--- config.mk ---
export PLATFORM = sky130hd
export DESIGN_NAME = sorted_timer_queue
export DESIGN_NICKNAME = d
export VERILOG_FILES = /design/src/hdl/stq_pkg.sv /design/src/hdl/stq_ctrl.sv /design/src/hdl/stq_dp.sv /design/src/hdl/sorted_timer_queue.sv
export SDC_FILE = /design/constraint.sdc
export NUM_CORES = 2
export LEC_CHECK = 0
export ABC_AREA = 1
export ABC_CLOCK_PERIOD_IN_PS = 11650
export BUFFER_PORTS_ARGS = -buffer_cell sky130_fd_sc_hd__buf_2
export CAP_MARGIN = 20
export CORE_ASPECT_RATIO = 0.6
export CORE_MARGIN = 8
export CORE_UTILIZATION = 41
export CTS_CLUSTER_SIZE = 20
export DETAILED_ROUTE_END_ITERATION = 7
export PLACE_DENSITY = 0.58
export RECOVER_POWER = 25
export SETUP_SLACK_MARGIN = 0.05
export SLEW_MARGIN = 25
export SYNTH_ARGS = -nofsm -noshare
export SYNTH_HDL_FRONTEND = slang
export SYNTH_SLANG_ARGS = --single-unit
export TNS_END_PERCENT = 1
--- constraint.sdc ---
create_clock -name clk -period 11.65 [get_ports clk]
set_clock_uncertainty 0.1 [all_clocks]
set_input_delay 1.7475 -clock clk [delete_from_list [all_inputs] [get_ports clk]]
set_output_delay 1.7475 -clock clk [all_outputs]
set_load 0.01 [all_outputs]
--- src/hdl/stq_pkg.sv ---
`timescale 1ns / 1ps
// ----------------------------------------------------------------------------
// stq_pkg
// Shared constants, codes and controller/datapath interface types of the
// sorted timer queue.
// ----------------------------------------------------------------------------
package stq_pkg;

  localparam int NUM_SLOTS   = 16;
  localparam int SLOT_W      = 4;
  localparam int MAX_RESULTS = 16;
  localparam int CNT_W       = $clog2(MAX_RESULTS + 1);
  localparam int TIME_W      = 64;
  localparam logic [TIME_W-1:0] START_TIME = 64'd100;
  localparam logic [15:0]       INC_RESET  = 16'd1;

  // operation codes
  localparam logic [1:0] OP_TICK    = 2'd0;
  localparam logic [1:0] OP_RESERVE = 2'd1;
  localparam logic [1:0] OP_RELEASE = 2'd2;
  localparam logic [1:0] OP_MODIFY  = 2'd3;

  // result status codes
  localparam logic [1:0] ST_DONE     = 2'd0;
  localparam logic [1:0] ST_EXPIRED  = 2'd1;
  localparam logic [1:0] ST_NO_SLOT  = 2'd2;
  localparam logic [1:0] ST_NO_TIMER = 2'd3;

  typedef struct packed {
    logic load_in;    // latch request fields
    logic do_simple;  // run reserve/release/modify and push its result
    logic adv_time;   // add tick increment to time reference
    logic scan_clr;   // restart head search
    logic scan_step;  // examine one slot
    logic fire;       // take head as pending result and rearm or free it
    logic push_pend;  // move pending result to output
    logic push_zero;  // push empty tick result
    logic push_last;  // last flag for pushed pending result
  } stq_cmd_t;

  typedef struct packed {
    logic out_free;
    logic is_tick;
    logic scan_end;
    logic fire_ok;
  } stq_sts_t;

endpackage

--- src/hdl/stq_ctrl.sv ---
`timescale 1ns / 1ps
// ----------------------------------------------------------------------------
// stq_ctrl
// Sequencer for the timer queue: request intake, head search passes and
// result ordering with last-flag lookahead.
// ----------------------------------------------------------------------------
module stq_ctrl (
  input  logic             clk,
  input  logic             rst_n,
  input  logic             in_valid,
  output logic             in_stall,
  input  stq_pkg::stq_sts_t sts,
  output stq_pkg::stq_cmd_t cmd
);
  import stq_pkg::*;

  localparam logic [1:0] S_IDLE   = 2'd0;
  localparam logic [1:0] S_EXEC   = 2'd1;
  localparam logic [1:0] S_SCAN   = 2'd2;
  localparam logic [1:0] S_DECIDE = 2'd3;

  logic [1:0]       state_r, state_nxt;
  logic [CNT_W-1:0] cnt_r, cnt_nxt;
  logic             pend_r, pend_nxt;

  assign in_stall = (state_r != S_IDLE);

  // next state and commands
  always_comb begin
    state_nxt = state_r;
    cnt_nxt   = cnt_r;
    pend_nxt  = pend_r;
    cmd       = '0;
    case (state_r)
      S_IDLE: begin
        if (in_valid) begin
          cmd.load_in = 1'b1;
          state_nxt   = S_EXEC;
        end
      end
      S_EXEC: begin
        if (sts.is_tick) begin
          cmd.adv_time = 1'b1;
          cmd.scan_clr = 1'b1;
          cnt_nxt      = '0;
          pend_nxt     = 1'b0;
          state_nxt    = S_SCAN;
        end else if (sts.out_free) begin
          cmd.do_simple = 1'b1;
          state_nxt     = S_IDLE;
        end
      end
      S_SCAN: begin
        cmd.scan_step = 1'b1;
        if (sts.scan_end) state_nxt = S_DECIDE;
      end
      S_DECIDE: begin
        if (sts.fire_ok && (cnt_r < CNT_W'(MAX_RESULTS))) begin
          if (!pend_r || sts.out_free) begin
            cmd.push_pend = pend_r;
            cmd.push_last = 1'b0;
            cmd.fire      = 1'b1;
            cmd.scan_clr  = 1'b1;
            cnt_nxt       = cnt_r + 1'b1;
            pend_nxt      = 1'b1;
            state_nxt     = S_SCAN;
          end
        end else if (sts.out_free) begin
          cmd.push_pend = pend_r;
          cmd.push_zero = !pend_r;
          cmd.push_last = 1'b1;
          state_nxt     = S_IDLE;
        end
      end
      default: state_nxt = S_IDLE;
    endcase
  end

  // state registers
  always_ff @(posedge clk) begin
    if (!rst_n) begin
      state_r <= S_IDLE;
      cnt_r   <= '0;
      pend_r  <= 1'b0;
    end else begin
      state_r <= state_nxt;
      cnt_r   <= cnt_nxt;
      pend_r  <= pend_nxt;
    end
  end

endmodule

--- src/hdl/stq_dp.sv ---
`timescale 1ns / 1ps
// ----------------------------------------------------------------------------
// stq_dp
// Timer slot table, time reference, head search registers, pending result
// and output register of the timer queue.
// ----------------------------------------------------------------------------
module stq_dp (
  input  logic             clk,
  input  logic             rst_n,
  input  stq_pkg::stq_cmd_t cmd,
  output stq_pkg::stq_sts_t sts,
  input  logic             cfg_wr_en,
  input  logic [15:0]      cfg_wr_data,
  input  logic [1:0]       in_operation,
  input  logic [3:0]       in_timer_id,
  input  logic [31:0]      in_delay,
  input  logic             in_periodic,
  input  logic             in_notify_kind,
  input  logic [31:0]      in_target,
  input  logic [31:0]      in_user_data,
  output logic             out_valid,
  input  logic             out_stall,
  output logic [1:0]       out_status,
  output logic [3:0]       out_timer_id_res,
  output logic             out_notify_kind_res,
  output logic [31:0]      out_target_res,
  output logic [31:0]      out_user_data_res,
  output logic             out_last
);
  import stq_pkg::*;

  // configuration and time reference
  logic [15:0]       inc_r;
  logic [TIME_W-1:0] now_r;

  // latched request
  logic [1:0]  op_r;
  logic [3:0]  id_r;
  logic [31:0] delay_r;
  logic        per_in_r;
  logic        kind_in_r;
  logic [31:0] tgt_in_r;
  logic [31:0] dat_in_r;

  // slot table
  logic [NUM_SLOTS-1:0] used_r;
  logic [TIME_W-1:0]    exp_r   [NUM_SLOTS];
  logic [31:0]          per_r   [NUM_SLOTS];
  logic                 rel_r   [NUM_SLOTS];
  logic                 kind_r  [NUM_SLOTS];
  logic [31:0]          tgt_r   [NUM_SLOTS];
  logic [31:0]          dat_r   [NUM_SLOTS];
  logic [SLOT_W-1:0]    stamp_r [NUM_SLOTS];

  // head search
  logic [SLOT_W-1:0] idx_r;
  logic              found_r;
  logic [SLOT_W-1:0] best_idx_r;
  logic [TIME_W-1:0] best_exp_r;
  logic [SLOT_W-1:0] best_stamp_r;

  // pending expired timer
  logic [SLOT_W-1:0] pend_id_r;
  logic              pend_kind_r;
  logic [31:0]       pend_tgt_r;
  logic [31:0]       pend_dat_r;

  // output register
  logic        out_valid_r;
  logic [1:0]  out_status_r;
  logic [3:0]  out_id_r;
  logic        out_kind_r;
  logic [31:0] out_tgt_r;
  logic [31:0] out_dat_r;
  logic        out_last_r;

  // combinational helpers
  logic              out_free;
  logic [SLOT_W-1:0] rd_idx;
  logic [SLOT_W-1:0] free_idx;
  logic              free_found;
  logic              id_used;
  logic [1:0]        simple_status;
  logic [3:0]        simple_id;
  logic [SLOT_W-1:0] act_slot;
  logic              arm_en;
  logic              arm_per_en;
  logic [31:0]       arm_per;
  logic [31:0]       arm_delay;
  logic              arm_rel;
  logic              ins_en;
  logic              bump_all;
  logic              bump_newer;
  logic              drop_en;
  logic [31:0]       fire_per;
  logic              cand_better;

  assign out_free = !out_valid_r || !out_stall;

  // single table read address
  always_comb begin
    if (cmd.scan_step)  rd_idx = idx_r;
    else if (cmd.fire)  rd_idx = best_idx_r;
    else                rd_idx = id_r;
  end

  // lowest free slot
  always_comb begin
    free_idx   = '0;
    free_found = 1'b0;
    for (int j = NUM_SLOTS - 1; j >= 0; j--) begin
      if (!used_r[j]) begin
        free_idx   = SLOT_W'(j);
        free_found = 1'b1;
      end
    end
  end

  assign id_used = used_r[id_r];

  // result of a reserve, release or modify
  always_comb begin
    if (op_r == OP_RESERVE) begin
      simple_status = free_found ? ST_DONE : ST_NO_SLOT;
      simple_id     = free_found ? free_idx : '0;
    end else begin
      simple_status = id_used ? ST_DONE : ST_NO_TIMER;
      simple_id     = id_r;
    end
  end

  assign fire_per = (per_r[rd_idx] == 32'd0) ? 32'd1 : per_r[rd_idx];

  // table update controls
  always_comb begin
    act_slot   = id_r;
    arm_en     = 1'b0;
    arm_per_en = 1'b0;
    arm_per    = delay_r;
    arm_delay  = delay_r;
    arm_rel    = per_in_r;
    ins_en     = 1'b0;
    bump_all   = 1'b0;
    bump_newer = 1'b0;
    drop_en    = 1'b0;
    if (cmd.do_simple) begin
      case (op_r)
        OP_RESERVE: begin
          act_slot   = free_idx;
          arm_en     = free_found;
          arm_per_en = free_found;
          arm_per    = per_in_r ? delay_r : 32'd0;
          ins_en     = free_found;
          bump_all   = free_found;
        end
        OP_RELEASE: begin
          drop_en = id_used;
        end
        OP_MODIFY: begin
          arm_en     = id_used;
          arm_per_en = id_used && per_in_r;
          bump_newer = id_used;
        end
        default: ;
      endcase
    end else if (cmd.fire) begin
      act_slot = best_idx_r;
      if (rel_r[rd_idx]) begin
        arm_en     = 1'b1;
        arm_per_en = 1'b1;
        arm_per    = fire_per;
        arm_delay  = fire_per;
        arm_rel    = 1'b1;
        bump_newer = 1'b1;
      end else begin
        drop_en = 1'b1;
      end
    end
  end

  // slot table
  always_ff @(posedge clk) begin
    if (!rst_n) begin
      used_r <= '0;
    end else begin
      for (int j = 0; j < NUM_SLOTS; j++) begin
        if (SLOT_W'(j) == act_slot) begin
          if (arm_en) begin
            exp_r[j]   <= now_r + {32'd0, arm_delay};
            rel_r[j]   <= arm_rel;
            stamp_r[j] <= '0;
          end
          if (arm_per_en) per_r[j] <= arm_per;
          if (ins_en) begin
            used_r[j] <= 1'b1;
            kind_r[j] <= kind_in_r;
            tgt_r[j]  <= tgt_in_r;
            dat_r[j]  <= dat_in_r;
          end
          if (drop_en) used_r[j] <= 1'b0;
        end else if (used_r[j]) begin
          if (bump_all || (bump_newer && stamp_r[j] < stamp_r[rd_idx]))
            stamp_r[j] <= stamp_r[j] + 1'b1;
          else if (drop_en && stamp_r[j] > stamp_r[rd_idx])
            stamp_r[j] <= stamp_r[j] - 1'b1;
        end
      end
    end
  end

  // configuration and time reference
  always_ff @(posedge clk) begin
    if (!rst_n) begin
      inc_r <= INC_RESET;
      now_r <= START_TIME;
    end else begin
      if (cfg_wr_en)    inc_r <= cfg_wr_data;
      if (cmd.adv_time) now_r <= now_r + {48'd0, inc_r};
    end
  end

  // request latch
  always_ff @(posedge clk) begin
    if (cmd.load_in) begin
      op_r      <= in_operation;
      id_r      <= in_timer_id;
      delay_r   <= in_delay;
      per_in_r  <= in_periodic;
      kind_in_r <= in_notify_kind;
      tgt_in_r  <= in_target;
      dat_in_r  <= in_user_data;
    end
  end

  // head search, one slot per cycle
  assign cand_better = !found_r || (exp_r[rd_idx] < best_exp_r) ||
                       ((exp_r[rd_idx] == best_exp_r) && (stamp_r[rd_idx] < best_stamp_r));

  always_ff @(posedge clk) begin
    if (!rst_n) begin
      idx_r   <= '0;
      found_r <= 1'b0;
    end else if (cmd.scan_clr) begin
      idx_r   <= '0;
      found_r <= 1'b0;
    end else if (cmd.scan_step) begin
      idx_r <= idx_r + 1'b1;
      if (used_r[rd_idx] && cand_better) begin
        found_r      <= 1'b1;
        best_idx_r   <= rd_idx;
        best_exp_r   <= exp_r[rd_idx];
        best_stamp_r <= stamp_r[rd_idx];
      end
    end
  end

  // pending expired timer
  always_ff @(posedge clk) begin
    if (cmd.fire) begin
      pend_id_r   <= best_idx_r;
      pend_kind_r <= kind_r[rd_idx];
      pend_tgt_r  <= tgt_r[rd_idx];
      pend_dat_r  <= dat_r[rd_idx];
    end
  end

  // output register
  always_ff @(posedge clk) begin
    if (!rst_n) begin
      out_valid_r <= 1'b0;
    end else if (cmd.do_simple || cmd.push_pend || cmd.push_zero) begin
      out_valid_r <= 1'b1;
    end else if (!out_stall) begin
      out_valid_r <= 1'b0;
    end
  end

  always_ff @(posedge clk) begin
    if (cmd.do_simple) begin
      out_status_r <= simple_status;
      out_id_r     <= simple_id;
      out_kind_r   <= 1'b0;
      out_tgt_r    <= '0;
      out_dat_r    <= '0;
      out_last_r   <= 1'b1;
    end else if (cmd.push_pend) begin
      out_status_r <= ST_EXPIRED;
      out_id_r     <= pend_id_r;
      out_kind_r   <= pend_kind_r;
      out_tgt_r    <= pend_tgt_r;
      out_dat_r    <= pend_dat_r;
      out_last_r   <= cmd.push_last;
    end else if (cmd.push_zero) begin
      out_status_r <= ST_DONE;
      out_id_r     <= '0;
      out_kind_r   <= 1'b0;
      out_tgt_r    <= '0;
      out_dat_r    <= '0;
      out_last_r   <= 1'b1;
    end
  end

  assign out_valid           = out_valid_r;
  assign out_status          = out_status_r;
  assign out_timer_id_res    = out_id_r;
  assign out_notify_kind_res = out_kind_r;
  assign out_target_res      = out_tgt_r;
  assign out_user_data_res   = out_dat_r;
  assign out_last            = out_last_r;

  // status to controller
  assign sts.out_free = out_free;
  assign sts.is_tick  = (op_r == OP_TICK);
  assign sts.scan_end = (idx_r == SLOT_W'(NUM_SLOTS - 1));
  assign sts.fire_ok  = found_r && (best_exp_r <= now_r);

endmodule

--- src/hdl/sorted_timer_queue.sv ---
`timescale 1ns / 1ps
// ----------------------------------------------------------------------------
// sorted_timer_queue
// Timer slot table kept in expiry order against a running time reference;
// reserve, release, modify and tick requests, expired timers out in order.
// ----------------------------------------------------------------------------
//   channel | signals                          | direction
//   in      | in_valid / in_stall + fields     | request in
//   out     | out_valid / out_stall + fields   | results out, last marks end
//   cfg     | cfg_wr_en / cfg_wr_data          | tick increment write
//
// reserve, release and modify are latched, then run once the output register is free.
// a tick advances the time, then runs one head search (one slot per cycle over 16
// slots) per expired timer plus a final one, for up to 16 expired timers.
// reset is synchronous; time restarts at 100, all slots free, increment 1.
// output stalls hold the sequencer at the next result push.
module sorted_timer_queue (
  input  logic        clk,
  input  logic        rst_n,
  input  logic        cfg_wr_en,
  input  logic [15:0] cfg_wr_data,
  input  logic        in_valid,
  output logic        in_stall,
  input  logic [1:0]  in_operation,
  input  logic [3:0]  in_timer_id,
  input  logic [31:0] in_delay,
  input  logic        in_periodic,
  input  logic        in_notify_kind,
  input  logic [31:0] in_target,
  input  logic [31:0] in_user_data,
  output logic        out_valid,
  input  logic        out_stall,
  output logic [1:0]  out_status,
  output logic [3:0]  out_timer_id_res,
  output logic        out_notify_kind_res,
  output logic [31:0] out_target_res,
  output logic [31:0] out_user_data_res,
  output logic        out_last
);
  import stq_pkg::*;

  stq_cmd_t cmd;
  stq_sts_t sts;

  stq_ctrl u_ctrl (
    .clk      (clk),
    .rst_n    (rst_n),
    .in_valid (in_valid),
    .in_stall (in_stall),
    .sts      (sts),
    .cmd      (cmd)
  );

  stq_dp u_dp (
    .clk                 (clk),
    .rst_n               (rst_n),
    .cmd                 (cmd),
    .sts                 (sts),
    .cfg_wr_en           (cfg_wr_en),
    .cfg_wr_data         (cfg_wr_data),
    .in_operation        (in_operation),
    .in_timer_id         (in_timer_id),
    .in_delay            (in_delay),
    .in_periodic         (in_periodic),
    .in_notify_kind      (in_notify_kind),
    .in_target           (in_target),
    .in_user_data        (in_user_data),
    .out_valid           (out_valid),
    .out_stall           (out_stall),
    .out_status          (out_status),
    .out_timer_id_res    (out_timer_id_res),
    .out_notify_kind_res (out_notify_kind_res),
    .out_target_res      (out_target_res),
    .out_user_data_res   (out_user_data_res),
    .out_last            (out_last)
  );

endmodule

==> summary.md <==
| Metric | Value |
|---|---|
| Status | finished, violations left |
| Failing checks | capacitance limit, slew limit |
| Crit-path most repeated cell | nand2_1 |
| Net count of the finished layout | 11200 |
| Number of resized instances in the post-cts repair step | 0 |
| Number of clock sinks seen by CTS | 3083 |
| Sum Neg Setup Slack | 0 ps |
| Worst reg2reg path depth | 49 |
| Combined area of all synthesized cells | 130000 sq um |
| Post-DP HPWL | 230000 microns |
| Slowest stage cell, crit path | xor2_2 |
| Count of mapped cells out of synthesis | 10700 |
| Internal power | 0.0183 W |
| Hold violation total from the final report | 0 |
| Worst Path Arrival | 11080 ps |
| Slack of the worst reg-to-reg path | 1020 ps |
| Core area | 316000 sq um |
| Pwr Total | 0.0246 W |
| Most frequent cells in the layout | edfxtp_1 (2907), o21ai_0 (1474), nor2_1 (1439) |
| Routed len/inst | 26.4 microns |
| Combined flip-flop and latch cell area | 90800 sq um |
| Floorplan row count | 160 |
| Remaining design rule violation count | 0 |
| First-pass GRT wire length | 579000 microns |
| RePlAce Congestion | 0.922 |
| P per Cell Area | 170 nW/um^2 |
| Portion of total power attributed to combinational logic | 0.107 |
| Fraction of final layout cells with drive strength greater than 1 | 0.0747 |
| Height of the die | 451 microns |
| Crit-path max FO | 69 |
| Highest ir drop seen on vdd | 0.000122 V |
| Unrepaired setup endpoints after global routing | no |
| Residual overflow from global routing | 0 |
| Most frequently used flop master after synthesis | edfxtp_1 |
| Die footprint | 335000 sq um |
| Post-route minimum period | 10630 ps |
| Number of antenna violations at the first check in global routing | 12 |
| Worst Hold Class | reg2reg |
| Post-CTS Hold Fix Bufs | 0 |
| Net switching share of the total power | 0.256 |
| Count of placed standard cells in the final layout, fillers left out | 15300 |
| Fraction of registers with async set/reset | 0 |
| Die extent in x | 742 microns |
| Largest net degree at the start of global routing | 220 |
| Clock network fraction of total power | 0.387 |
| Clock Path Buffers | 4 |
| Max frequency | 94.1 MHz |
| Worst slew slack as a fraction of its limit | -1.75 |
| All-layer global routing usage | 0.230 |
| Synthesized flop and latch total | 3083 |
| Portion of the post-synthesis area used by sequential elements | 0.701 |
| Most frequent standard cell in the layout excluding fill and tap cells | edfxtp_1 |
| Average cell area after synthesis | 12.1 sq um |
| Post-route cell area | 145000 sq um |
| Synth area leader | edfxtp_1 |
| Vias in the first global route | 82800 |
| Buffers on Ports | 198 |
| Post-synth EDFFs | 2907 |
| Initial Util | 0.410 |
| Critical path endpoint category | register |
| CTS Buf Count | 293 |
| Clock Tree Root | clkbuf_16 |
| Number of placed instances with taps included | 14700 |
| Max-cap violations | 9 |
| Count of antenna-violating nets left after detailed routing | 0 |
| Drt first pass iters | 6 |
| Post-Syn Nets | 11200 |
| Area Overhead vs Synth | 11.8% |
| Clock-pin slew of the registers on the worst-case setup and hold paths | 60 ps |
| CTS tree | yes |
| Clock latency of the later-clocked register in the worst-skew pair | 910 ps |
| Reg power frac | 0.506 |
| Count of cell types in the netlist | 64 |
| Actual transition at the worst max-transition pin | 4130 ps |
| Startpoint types | register |
| Yosys warnings | 0 |
| Final cycle utilization of the critical path | 0.913 |
| WS Path Type | reg2reg |
| Area used by multi-input combinational logic | 34400 sq um |
| Final count of negative-setup-slack endpoints | 0 |
| H-tree level count | 5 |
| Required time of the critical path | 12100 ps |
| Sw power | 0.00629 W |
| Number of filler instances in the final layout | 28000 |
| Most area-consuming cells after synthesis | edfxtp_1 (67%), o21ai_0 (5.7%), nor2_1 (4.3%) |
| Count of buffers added by post-CTS timing repair for setup | 0 |
| Count of pins over their slew limit | 362 |
| Post-detailed-route via-to-cell ratio | 5.84 |
| Vias after detailed routing | 89200 |
| Number of cells on the worst hold path | 2 |
| Detailed Route Iter0 Violations | 12400 |
| Post-detailed-placement cell area | 136000 sq um |
| Number of I/O pins | 199 |
| Leakage power of the design | 49.1 nW |
| Total wirelength of the detailed-routed design | 404000 microns |
| Stage delay of the slowest cell on the critical path | 640 ps |
| Share of the synthesized area in the top cell type | 0.674 |
-- power by group through the flow --
stage,combinational (W),clock [W],sequential (W)
2_1_floorplan,0.00158,0,0.0126
3_3_place_gp,0.00249,0,0.0127
3_5_place_dp,0.00255,0,0.0127
4_1_cts,0.00256,0.00964,0.0125
5_1_grt,0.00284,0.0101,0.0125
6_report,0.00263,0.00952,0.0125
-- Yosys cell counts (7+ instances only) --
library cell,instances
edfxtp_1,2907
o21ai_0,1478
nor2_1,1473
nand2_1,946
nand3_1,673
inv_1,600
o22ai_1,598
clkbuf_1,426
ha_1,277
a21oi_1,235
dfxtp_1,176
buf_2,155
xor2_1,92
o221ai_1,83
o21ai_1,75
nor3_1,71
o211ai_1,71
nand3b_1,53
xnor2_1,52
nand4_1,41
o31ai_1,33
nor4_1,23
buf_1,21
buf_4,21
inv_2,17
a31oi_1,14
buf_6,13
o21a_1,13
a21boi_0,12
o21bai_1,10
clkinv_1,9
and3_1,7
mux2i_1,7
-- cell type report --
| type | instances | area share |
|---|---|---|
| Antenna cell | 5 | 0.0000864 |
| Clock buffer | 381 | 0.0550 |
| Clock inverter | 144 | 0.00911 |
| Inverter | 627 | 0.0166 |
| Multi-Input combinational cell | 6401 | 0.238 |
| Sequential cell | 3083 | 0.627 |
| Tap cell | 4212 | 0.0364 |
| Timing Repair Buffer | 411 | 0.0185 |
-- routing by layer --
layer / part of all wire / vias to the layer above / global-route usage / routed length [microns]
met5: 0 / - / 0 / 0
met4: 0.020 / 0 / 0.0479 / 8210
met3: 0.11 / 534 / 0.0545 / 44800
met2: 0.41 / 4672 / 0.321 / 166000
met1: 0.46 / 44700 / 0.362 / 185000
li1: - / 39300 / - / -
-- through the flow --
step / setup WS (ps) / hold slack [ps] / utilization
floorplan: 1310 / 322 / -
global placement: 1330 / 338 / 0.429
detailed placement: 1030 / 337 / 0.429
CTS: 1520 / 351 / 0.459
global route: 441 / 366 / 0.459
finish: 1020 / 351 / 0.459
-- cell families after synthesis --
| kind of cell | synth area share |
|---|---|
| buf+inv | 0.0396 |
| compound gates | 0.114 |
| flops | 0.701 |
| mux | 0.000541 |
| fa+ha+maj | 0.0272 |
| simple gates | 0.108 |
| xor+xnor | 0.00973 |
-- path summary, 6_finish.rpt --
kind	start	to
max reg2reg	u_dp.now_r[52]$_SDFFE_PN0P_	u_dp.exp_r[0][62]$_DFFE_PP_
min	u_dp.pend_dat_r[0]$_DFFE_PN_	u_dp.out_user_data_res[0]$_SDFFE_PP0P_
max	u_dp.now_r[52]$_SDFFE_PN0P_	u_dp.exp_r[0][62]$_DFFE_PP_
min reg2reg	u_dp.pend_dat_r[0]$_DFFE_PN_	u_dp.out_user_data_res[0]$_SDFFE_PP0P_
-- worst max-delay path: cells and delay by family (launching register included) --
family          cells  cell delay (ps)
buf+inv             6             1360
flops               1              500
simple gates       31             5280
fa+ha+maj           3              880
compound gates      8             1520
xor+xnor            1              640
-- sequential cells by signal (all words and copies together) (netlist names), 5 cells and up --
register                count
u_dp.out_target_res        32
u_dp.inc_r                 16
u_dp.stamp_r               64
u_dp.dat_in_r              32
u_dp.tgt_in_r              32
u_dp.used_r                16
u_ctrl.cnt_r                5
u_dp.now_r                 64
u_dp.out_user_data_res     32
u_dp.delay_r               32
u_dp.dat_r                512
u_dp.exp_r               1024
u_dp.rel_r                 16
u_dp.pend_dat_r            32
u_dp.pend_tgt_r            32
u_dp.per_r                512
u_dp.best_exp_r            64
u_dp.kind_r                16
u_dp.tgt_r                512
No activity file was read; power rests on OpenSTA's default activity.
